`src/sv/rmcv_pkg.sv`:
```
package rmcv_pkg;

  localparam int unsigned SQ_W   = 64;
  localparam int unsigned ROOT_W = SQ_W / 2;
  localparam int unsigned DIV_W  = 64;

  typedef enum logic [3:0] {
    S_IDLE,
    S_LD0,
    S_LD1,
    S_LD2,
    S_LD3,
    S_DIFF,
    S_MUL,
    S_TAKE,
    S_SQRT,
    S_CDIV,
    S_FIN,
    S_FDIV,
    S_DONE
  } rmcv_state_e;

  // multiply slots of one neighbor step
  typedef enum logic [3:0] {
    MI_C0A, MI_C0B, MI_C1A, MI_C1B, MI_C2A, MI_C2B,
    MI_D0, MI_D1, MI_D2,
    MI_S0, MI_S1, MI_S2,
    MI_W0, MI_W1, MI_W2
  } mul_slot_e;

  typedef enum logic [1:0] {
    ST_OK,
    ST_SHORT,
    ST_DEGEN,
    ST_OVF
  } status_e;

  typedef enum logic {
    CMD_CENTRE,
    CMD_NEIGHBOR
  } cmd_e;

  function automatic logic signed [63:0] sx(input logic signed [31:0] v);
    return 64'(v);
  endfunction

  function automatic logic ovf32(input logic signed [63:0] v);
    return !((&v[63:31]) || !(|v[63:31]));
  endfunction

  function automatic logic signed [31:0] sat32(input logic signed [63:0] v);
    logic signed [31:0] r;
    if (!ovf32(v)) begin
      r = v[31:0];
    end else if (v[63]) begin
      r = {1'b1, {31{1'b0}}};
    end else begin
      r = {1'b0, {31{1'b1}}};
    end
    return r;
  endfunction

endpackage

```
`src/sv/rmcv_div.sv`:
```
module rmcv_div
  import rmcv_pkg::*;
(
  input  logic             clk_i,
  input  logic             rst_ni,
  input  logic             start_i,
  input  logic [DIV_W-1:0] dividend_i,
  input  logic [DIV_W-1:0] divisor_i,
  output logic             done_o,
  output logic [DIV_W-1:0] quotient_o
);

  localparam int unsigned CntW = $clog2(DIV_W);

  logic [DIV_W-1:0] rem_q, quo_q, div_q;
  logic [CntW-1:0]  cnt_q;
  logic             busy_q, done_q;
  logic [DIV_W:0]   rem_s, rem_n;
  logic             ge;

  assign rem_s      = {rem_q, quo_q[DIV_W-1]};
  assign ge         = rem_s >= {1'b0, div_q};
  assign rem_n      = ge ? rem_s - {1'b0, div_q} : rem_s;
  assign done_o     = done_q;
  assign quotient_o = quo_q;

  always_ff @(posedge clk_i or negedge rst_ni) begin
    if (!rst_ni) begin
      busy_q <= 1'b0;
      done_q <= 1'b0;
    end else begin
      done_q <= busy_q && (cnt_q == '0);
      if (start_i) begin
        busy_q <= 1'b1;
      end else if (busy_q && (cnt_q == '0)) begin
        busy_q <= 1'b0;
      end
    end
  end

  // restoring, one quotient bit per cycle
  always_ff @(posedge clk_i) begin
    if (start_i) begin
      rem_q <= '0;
      quo_q <= dividend_i;
      div_q <= divisor_i;
      cnt_q <= CntW'(DIV_W - 1);
    end else if (busy_q) begin
      rem_q <= rem_n[DIV_W-1:0];
      quo_q <= {quo_q[DIV_W-2:0], ge};
      cnt_q <= cnt_q - CntW'(1);
    end
  end

endmodule

```
`config.mk`:
```
export PLATFORM = sky130hd
export DESIGN_NAME = rmcv_div
export DESIGN_NICKNAME = d
export VERILOG_FILES = /design/src/sv/rmcv_pkg.sv /design/src/sv/rmcv_div.sv
export SDC_FILE = /design/constraint.sdc
export NUM_CORES = 1
export LEC_CHECK = 0
export ABC_CLOCK_PERIOD_IN_PS = 3200
export BUFFER_PORTS_ARGS = -buffer_cell sky130_fd_sc_hd__buf_2
export CAP_MARGIN = 40
export CELL_PAD_IN_SITES_DETAIL_PLACEMENT = 2
export CELL_PAD_IN_SITES_GLOBAL_PLACEMENT = 2
export CORE_ASPECT_RATIO = 1.5
export CORE_UTILIZATION = 30
export DETAILED_ROUTE_END_ITERATION = 16
export PLACE_DENSITY = 0.78
export SYNTH_ARGS = -nofsm -noshare
export SYNTH_HDL_FRONTEND = slang
export SYNTH_SLANG_ARGS = --single-unit
export TNS_END_PERCENT = 5
```
`constraint.sdc`:
```
create_clock -name clk_i -period 3.2 [get_ports clk_i]
set_clock_uncertainty 0.15 [all_clocks]
set_input_delay 0.64 -clock clk_i [delete_from_list [all_inputs] [get_ports clk_i]]
set_output_delay 0.64 -clock clk_i [all_outputs]
set_load 0.05 [all_outputs]
```
==> results.md <==
* Synth Warn # at 0
* 1st-pass router iterations at 5
* Crit Path Class: reg2reg
* RSZ-0062 raised after global routing: yes
* Final Setup Violations at 65
* Num ports at 196
* CP endpoint kind: register
* Max cap viols at 0
* CTS tree: done
* Register bit total from synthesis at 200
* EDFF count, synth at 128
* CP bufs+invs at 6
* Part of the power in combinational logic at 19.4%
* CP Data Arrival Time at 3.66 ns
* Total CTS buffers at 17
* Slew headroom at 55.0%
* Placed cells at 2093
* Fin crit share at 108%
* Share of power burned in registers at 45.3%
* CP required at 3.41 ns
* Area of the multi-input gates at 6530 sq um
* Max Fclk at 0.290 GHz
* Worst Hold Class: in2reg
* Part of the power in the clock network at 35.3%
* Sw Pwr at 0.00205 W
* Initial DRC Count at 474
* Synthesized cell area at 11900 sq um
* Final non-filler cell total at 2152
* Setup crit start kind: register
* Primary FF master, synth: edfxtp_1
* Number of global-route vias before repair at 13400
* Gr ovfl total at 0
* Inserted Diodes at 0
* Pwr dens at 403 nW/um^2
* Initial Utilization at 30.4%
* WL per Instance at 23.3 um
* Fin area at 16400 sq um
* Vias at 11700
* Die width at 165 um
* Die ar. at 40500 sq um
* Row count at 89
* Yosys cell types at 73
* Status: complete, but fails checks
* Fin worst setup slack at -0.246 ns
* Sw Ratio at 30.9%
* Detailed Place HPWL at 35500 um
* Max H-tree Level at 4
* Synth Instances at 1245
* Post-Route WL at 50200 um
* Die Ht at 246 um
* Crit-path leading delay family: compound AO/OA/AOI/OAI gates
* Antenna-violating nets left at 0
* Area after DPL at 15000 sq um
* Mapped Avg Cell Area at 9.56 sq um
* Initial antenna violation count at 0
* RePlAce Congestion at 0.872
* TritonCTS Sinks at 200
* Share of layout cells above drive strength 1 at 39.8%
* Final slew viol count at 0
* Pin count of the biggest net entering global routing at 63
* Final TNS setup at -9.01 ns
* Number of remaining DRC errors at 0
* Final Hold Fails at 0
* CP max stage delay at 0.45 ns
* Final #Nets at 1836
* Core area at 39200 sq um
* Cell-internal power at 0.00458 W
* Syn nets at 1442
* Filler cells at 4252
* Via-to-Cell Ratio at 5.42
* Placement Setup Slack at -0.342 ns
* Sequential area share after synthesis at 44.5%
* Post-synth ARST share at 1.00%
* Worst Tran Pin Value at 0.676 ns
* CTS Buffer Depth at 2
* CP Max Fanout at 8
* Latest clock arrival within the worst-skew pair at 0.48 ns
* Storage element area at 5300 sq um
* Layout area overhead at 38.1%
* Global-route wire length before repair at 74800 um
* Worst-path clk slew at 0.08 ns
* Total Routing Usage GR at 24.3%
* LEAKAGE at 7.14 nW
* Crit-path cells: inv_1 > ha_1 > buf_4 > nand4_1 > o211ai_1 > o21ai_2 > or4_4 > o211a_1 > buf_4 > nor2_4 > buf_12 > buf_12 > buf_16 > nand2_1 > a311oi_1
* VDD IR max at 0.313 mV
* Violations in the final reports: negative setup slack
* PortBufs at 195
* Slowest cell on crit path: or4_4
* Period minus WS final at 3.45 ns
* CTS Root Cell: clkbuf_16
## synthesized netlist by cell type (22+ instances only)
cell / instances / area, sq um
clkbuf_1: 51 / 191
a211oi_1: 32 / 240
nand4_1: 24 / 150
a21o_1: 32 / 240
nor3_1: 22 / 110
inv_1: 84 / 315
xnor2_1: 40 / 350
nand2_1: 132 / 495
edfxtp_1: 128 / 3840
nor2_1: 109 / 409
o21ai_0: 49 / 245
a311oi_1: 24 / 210
nand3_1: 22 / 110
dfxtp_1: 70 / 1400
a21oi_1: 100 / 500
mux2_2: 65 / 732
ha_1: 65 / 813
## metrics by stage
stage	hold WS (ns)	power [W]	util (%)
after floorplan	0.194	0.00374	-
after global placement	0.283	0.00419	38.3
after detailed placement	0.291	0.00425	38.3
after CTS	0.174	0.00664	41.3
after global routing	0.177	0.00685	41.9
final	0.180	0.00663	41.9
## path summary, 6_finish.rpt
kind / from / cells after the start / endpoint / slack [ns]
worst min register to register: rem_q[52] / 2 / rem_q[52] / 0.37
min in group asynchronous: rst_ni / 2 / done_o / 0.35
worst max-delay path: div_q[9] / 15 / rem_q[18] / -0.25
worst min-delay path: divisor_i[40] / 1 / div_q[40] / 0.18
max in group asynchronous: rst_ni / 2 / busy_q / 2.42
worst max register to register: div_q[9] / 15 / rem_q[18] / -0.25
## timing repair
item	CTS	global route
gates cloned	2	0
gates resized for setup	91	50
hold endpoints to repair	2	0
setup endpoints to repair	65	65
hold buffers	1	0
pin swaps	33	10
buffers inserted	20	5
## cell type report
cell class                      count  area share, %
Clock buffer                       17           2.59
Tap cell                          500           3.81
Clock inverter                     15           1.13
Multi-Input combinational cell    887           39.7
Timing Repair Buffer              448           18.6
Sequential cell                   200           32.2
Inverter                           85           1.94
## cell usage in the layout, fill, tap and decap left out, types with 40 or more instances in the layout
master | synthesis | layout
nand2_1 | 132 | 124
edfxtp_1 | 128 | 128
dfxtp_1 | 70 | 69
a21oi_1 | 100 | 84
buf_4 | 4 | 237
nor2_1 | 109 | 108
buf_2 | 11 | 194
mux2_2 | 65 | 64
inv_1 | 84 | 79
xnor2_1 | 40 | 40
ha_1 | 65 | 45
## routing by layer
layer | track usage, % | part of all wire [%] | routed length (um)
met1 | 22.4 | 34 | 16800
met2 | 47.7 | 56 | 27900
met3 | 4.83 | 4.6 | 2330
met4 | 14.4 | 6.1 | 3060
met5 | 0 | 0 | 0
## power groups by stage
stage                     clock [W]  combinational [W]  sequential (W)
after floorplan                   0           0.000413         0.00332
after global placement            0            0.00114         0.00305
after detailed placement          0            0.00119         0.00306
after CTS                   0.00240            0.00124         0.00300
after global routing        0.00247            0.00136         0.00302
final                       0.00234            0.00129         0.00300
## logic make-up after synthesis
family	count (synthesis)	synth area share, %
muxes	70	6.57
DFF	200	44.5
AOI/OAI and AO/OA	327	18.4
buffers and inverters	158	5.36
adders and majority gates	66	7.00
and+or+nand+nor	367	14.0
xor gates and xnor gates	57	4.19
## sequential cells by signal (all words and copies together), names as in the netlist
| register | count |
|---|---|
| busy_q | 1 |
| done_o | 1 |
| div_q | 64 |
| quotient_o | 64 |
| cnt_q | 6 |
| rem_q | 64 |
Power figures use the tool's default switching activity.
