`src/sv/rmcv_pkg.sv`:
```
package rmcv_pkg;

  localparam int unsigned SQ_W   = 64;
  localparam int unsigned ROOT_W = SQ_W / 2;
  localparam int unsigned DIV_W  = 64;

  typedef enum logic [3:0] {
    S_IDLE,
    S_LD0,
    S_LD1,
    S_LD2,
    S_LD3,
    S_DIFF,
    S_MUL,
    S_TAKE,
    S_SQRT,
    S_CDIV,
    S_FIN,
    S_FDIV,
    S_DONE
  } rmcv_state_e;

  // multiply slots of one neighbor step
  typedef enum logic [3:0] {
    MI_C0A, MI_C0B, MI_C1A, MI_C1B, MI_C2A, MI_C2B,
    MI_D0, MI_D1, MI_D2,
    MI_S0, MI_S1, MI_S2,
    MI_W0, MI_W1, MI_W2
  } mul_slot_e;

  typedef enum logic [1:0] {
    ST_OK,
    ST_SHORT,
    ST_DEGEN,
    ST_OVF
  } status_e;

  typedef enum logic {
    CMD_CENTRE,
    CMD_NEIGHBOR
  } cmd_e;

  function automatic logic signed [63:0] sx(input logic signed [31:0] v);
    return 64'(v);
  endfunction

  function automatic logic ovf32(input logic signed [63:0] v);
    return !((&v[63:31]) || !(|v[63:31]));
  endfunction

  function automatic logic signed [31:0] sat32(input logic signed [63:0] v);
    logic signed [31:0] r;
    if (!ovf32(v)) begin
      r = v[31:0];
    end else if (v[63]) begin
      r = {1'b1, {31{1'b0}}};
    end else begin
      r = {1'b0, {31{1'b1}}};
    end
    return r;
  endfunction

endpackage

```
`src/sv/rmcv_sqrt.sv`:
```
module rmcv_sqrt
  import rmcv_pkg::*;
(
  input  logic              clk_i,
  input  logic              rst_ni,
  input  logic              start_i,
  input  logic [SQ_W-1:0]   radicand_i,
  output logic              done_o,
  output logic [ROOT_W-1:0] root_o
);

  localparam logic [SQ_W-1:0] BitInit = SQ_W'(1) << (SQ_W - 2);

  logic [SQ_W-1:0] v_q, r_q, b_q;
  logic            busy_q, done_q;
  logic [SQ_W:0]   rb;
  logic            ge;

  assign rb     = {1'b0, r_q} + {1'b0, b_q};
  assign ge     = {1'b0, v_q} >= rb;
  assign done_o = done_q;
  assign root_o = r_q[ROOT_W-1:0];

  always_ff @(posedge clk_i or negedge rst_ni) begin
    if (!rst_ni) begin
      busy_q <= 1'b0;
      done_q <= 1'b0;
    end else begin
      done_q <= busy_q && b_q[0];
      if (start_i) begin
        busy_q <= 1'b1;
      end else if (busy_q && b_q[0]) begin
        busy_q <= 1'b0;
      end
    end
  end

  // one result bit per cycle, two radicand bits consumed
  always_ff @(posedge clk_i) begin
    if (start_i) begin
      v_q <= radicand_i;
      r_q <= '0;
      b_q <= BitInit;
    end else if (busy_q) begin
      if (ge) begin
        v_q <= v_q - rb[SQ_W-1:0];
        r_q <= (r_q >> 1) + b_q;
      end else begin
        r_q <= r_q >> 1;
      end
      b_q <= b_q >> 2;
    end
  end

endmodule

```
`config.mk`:
```
export PLATFORM = sky130hd
export DESIGN_NAME = rmcv_sqrt
export DESIGN_NICKNAME = d
export VERILOG_FILES = /design/src/sv/rmcv_pkg.sv /design/src/sv/rmcv_sqrt.sv
export SDC_FILE = /design/constraint.sdc
export NUM_CORES = 1
export LEC_CHECK = 0
export ABC_AREA = 1
export BUFFER_PORTS_ARGS = -buffer_cell sky130_fd_sc_hd__buf_2
export CAP_MARGIN = 20
export CORE_UTILIZATION = 39
export CTS_BUF_LIST = sky130_fd_sc_hd__clkbuf_4
export DETAILED_ROUTE_END_ITERATION = 8
export GPL_TIMING_DRIVEN = 0
export MAX_ROUTING_LAYER = met4
export SLEW_MARGIN = 10
export SYNTH_ARGS = -nofsm -noshare
export SYNTH_HDL_FRONTEND = slang
export SYNTH_SLANG_ARGS = --single-unit
```
`constraint.sdc`:
```
create_clock -name clk_i -period 9.9 [get_ports clk_i]
set_input_delay 0 -clock clk_i [delete_from_list [all_inputs] [get_ports clk_i]]
set_output_delay 0 -clock clk_i [all_outputs]
set_load 0.01 [all_outputs]
```
==> flow_summary.json <==
{
  "dp_hpwl_um": 68600,
  "cp_top_family": "simple AND/OR/NAND/NOR gates",
  "tritoncts.num_buffers": 17,
  "totalNegativeSetupSlack_ns": 0,
  "grt_first_pass_wirelength_um": 120000,
  "synth_cell_types": 45,
  "globalRoute.totalOverflow": 0,
  "synthArstFlopShare": 0.0123,
  "postCtsSetupRepairBufs": 0,
  "avgViaCountPerCell": 5.52,
  "gp_congestion": 0.982,
  "synth_net_count": 3265,
  "floorplan.initialDensity": 0.395,
  "synth.yosys.warnings": 0,
  "vdd_drop_max_v": 0.000175,
  "final_layout_size_suffix_gt1_frac": 0.0651,
  "portBuffers": 98,
  "drt_first_iter_violations": 2422,
  "library_cell_with_the_highest_instance_count_after_synthesis": "nand2_1",
  "yosys.area.top_type_share": 0.160,
  "layout.nets": 3490,
  "period_share": 0.711,
  "floorplan.io_pins": 100,
  "library_cell_with_the_largest_summed_area_after_synthesis": "nand2_1",
  "die_height_um": 219,
  "mappedNetlistArea_mm2": 0.0184,
  "post_cts_resized": 0,
  "drt.antenna.violating_nets": 0,
  "edff_count_synth": 64,
  "grt_max_degree": 47,
  "rsz0062_at_grt": "no",
  "synth_flop_cell": "dfxtp_1",
  "final.fill_count": 5156,
  "fp.coreArea_mm2": 0.0466,
  "final.setup_skew_ns": 0.0417,
  "vias": 21600,
  "synthesis.instances": 3067,
  "placementRows": 79,
  "netlist_top_cells_area": "nand2_1 (16%), dfxtp_1 (10%), edfxtp_1 (10%)",
  "finalHoldViolations": 0,
  "yosysSeqAreaShare": 0.212,
  "crit_path_max_incr_delay_ns": 0.78,
  "area.growth.synth_to_final_pct": 14.7,
  "total_die_area_mm2": 0.0480,
  "synth_seq_cells": 162,
  "worstHoldStart": "radicand_i[6]",
  "cts.root.buffer_cell": "clkbuf_4",
  "fmax_mhz": 142,
  "end_kind": "register",
  "critPathKind": "reg2reg",
  "route.detailed.wl_per_inst_um": 20.9,
  "cts_max_level": 4,
  "global_route.usage.total": 0.349,
  "post_cts_hold_buffer_count": 107,
  "chipWidth_um": 219,
  "ff2ff_setup_slack_ns": 2.86,
  "power_per_cell_area_mw_per_mm2": 280,
  "run_status": "finished clean",
  "reg2reg_depth": 27,
  "cts_sinks": 162,
  "finalSetupViolCount": 0,
  "hold_path_end": "v_q[6]$_DFFE_PP_",
  "worst_path_most_repeated_cell": "nand2_1",
  "critical_path.slowest_cell": "o21ai_0",
  "cap_violations": 0,
  "max-clock-path-buffers": 2,
  "crit_buf_inv": 5,
  "final_core_util": 0.453,
  "post_synth_most_frequent_cells": "nand2_1 (781), inv_1 (405), nor2_1 (368)",
  "clock_slew_seen_by_the_registers_of_the_worst_setup_and_hold_paths_ns": 0.17,
  "timing.hold.worst_path_depth": 4,
  "maxSlewHeadroom": 0.178,
  "critPathArrivalTime_ns": 7.47,
  "timing.critical_path.from_type": "register",
  "crit_path_max_fanout": 46,
  "min_tclk_post_route_ns": 7.04,
  "timing_worst_slew_pin_value_ns": 1.22,
  "clk_latency_ns": 0.78,
  "finalWirelength_um": 81800,
  "crit-reg2reg-capture": "v_q[49]$_DFFE_PP_",
  "r2r_start": "r_q[8]$_SDFFE_PP0P_",
  "drt_pass1_iterations": 7,
  "critical_path_required_ns": 10.33,
  "tritoncts": "yes",
  "worstHoldPathType": "in2reg",
  "total_leakage_power_nw": 9.21,
  "syn_avg_cell_area_um2": 5.99,
  "timing.final.max_slew_violations": 0,
  "post-route-drc-count": 0,
  "antenna_found_initial": 3,
  "grt_pass1_vias": 19400
}
worst min-delay path: stages:
cell           delay [ns]
dlygate4sd3_1        0.53
buf_2                0.10
nand2_1              0.04
o21ai_0              0.06
power breakdown:
| group | switching (mW) | leakage, nW | internal, mW |
|---|---|---|---|
| logic | 2.80 | 7.57 | 1.38 |
| registers | 0.238 | 1.47 | 0.997 |
| clock network | 0.287 | 0.173 | 0.211 |
| total | 3.32 | 9.21 | 2.59 |
layer usage:
| layer | vias to the layer above | part of all wire | track usage |
|---|---|---|---|
| li1 | 10500 | - | - |
| met1 | 10200 | 0.48 | 0.489 |
| met2 | 814 | 0.42 | 0.515 |
| met3 | 67 | 0.075 | 0.0642 |
| met4 | 0 | 0.016 | 0.0789 |
| met5 | - | 0 | - |
sequential cells by signal, indices dropped and copies added (netlist names):
register	flops
done_o	1
r_q	64
b_q	32
busy_q	1
v_q	64
worst max-delay path by stage:
stage | from | endpoint | slack (ns) | cells after the start
final | r_q[8]$_SDFFE_PP0P_ | v_q[49]$_DFFE_PP_ | 2.86 | 27
after global routing | r_q[8]$_SDFFE_PP0P_ | v_q[52]$_DFFE_PP_ | 2.57 | 27
after CTS | r_q[8]$_SDFFE_PP0P_ | v_q[48]$_DFFE_PP_ | 3.15 | 27
after detailed placement | r_q[8]$_SDFFE_PP0P_ | v_q[46]$_DFFE_PP_ | 3.24 | 27
after global placement | r_q[8]$_SDFFE_PP0P_ | v_q[46]$_DFFE_PP_ | 1.58 | 26
after floorplan | r_q[8]$_SDFFE_PP0P_ | v_q[0]$_DFFE_PP_ | 4.24 | 26
final cells by class:
cell class	count	area (um^2)	area share
multi-input combinational	2392	12400	0.588
clock buffer	20	150	0.00712
clock inverter	11	179	0.00849
tap	607	759	0.0360
timing repair buffer	206	1590	0.0754
buffer	105	556	0.0264
sequential	162	3890	0.185
antenna	8	20.0	0.000950
inverter	408	1530	0.0727
stage by stage:
stage          worst slack (ns)  hold WS, ns  total power, mW  cell area [um^2]  std cells
2_1_floorplan              4.24       -0.296             3.93             18400       3067
5_1_grt                    2.57       0.0294             6.36             21100       3916
3_3_place_gp               1.58       -0.203             5.24             19600       3772
4_1_cts                    3.15      0.00158             5.80             21100       3911
6_report                   2.86       0.0694             5.91             21100       3919
3_5_place_dp               3.24       -0.204             5.26             19700       3773
kinds of logic after synthesis:
group	synth area share
AND/OR/NAND/NOR	0.349
AO/OA/AOI/OAI	0.176
buffers and inverters	0.114
flip-flops	0.212
adder cells (fa/ha/maj)	0.0896
XOR/XNOR	0.0596
placed cells by master (no fill, tap or decap), types with 81 or more instances in the layout:
| cell type | n |
|---|---|
| ha_1 | 130 |
| nand2_1 | 780 |
| o21ai_0 | 240 |
| dlygate4sd3_1 | 107 |
| xor2_1 | 81 |
| nor2_1 | 368 |
| nand3_1 | 266 |
| a21oi_1 | 245 |
| dfxtp_1 | 96 |
| buf_2 | 104 |
| inv_1 | 405 |
No activity file was read; power rests on OpenSTA's default activity.
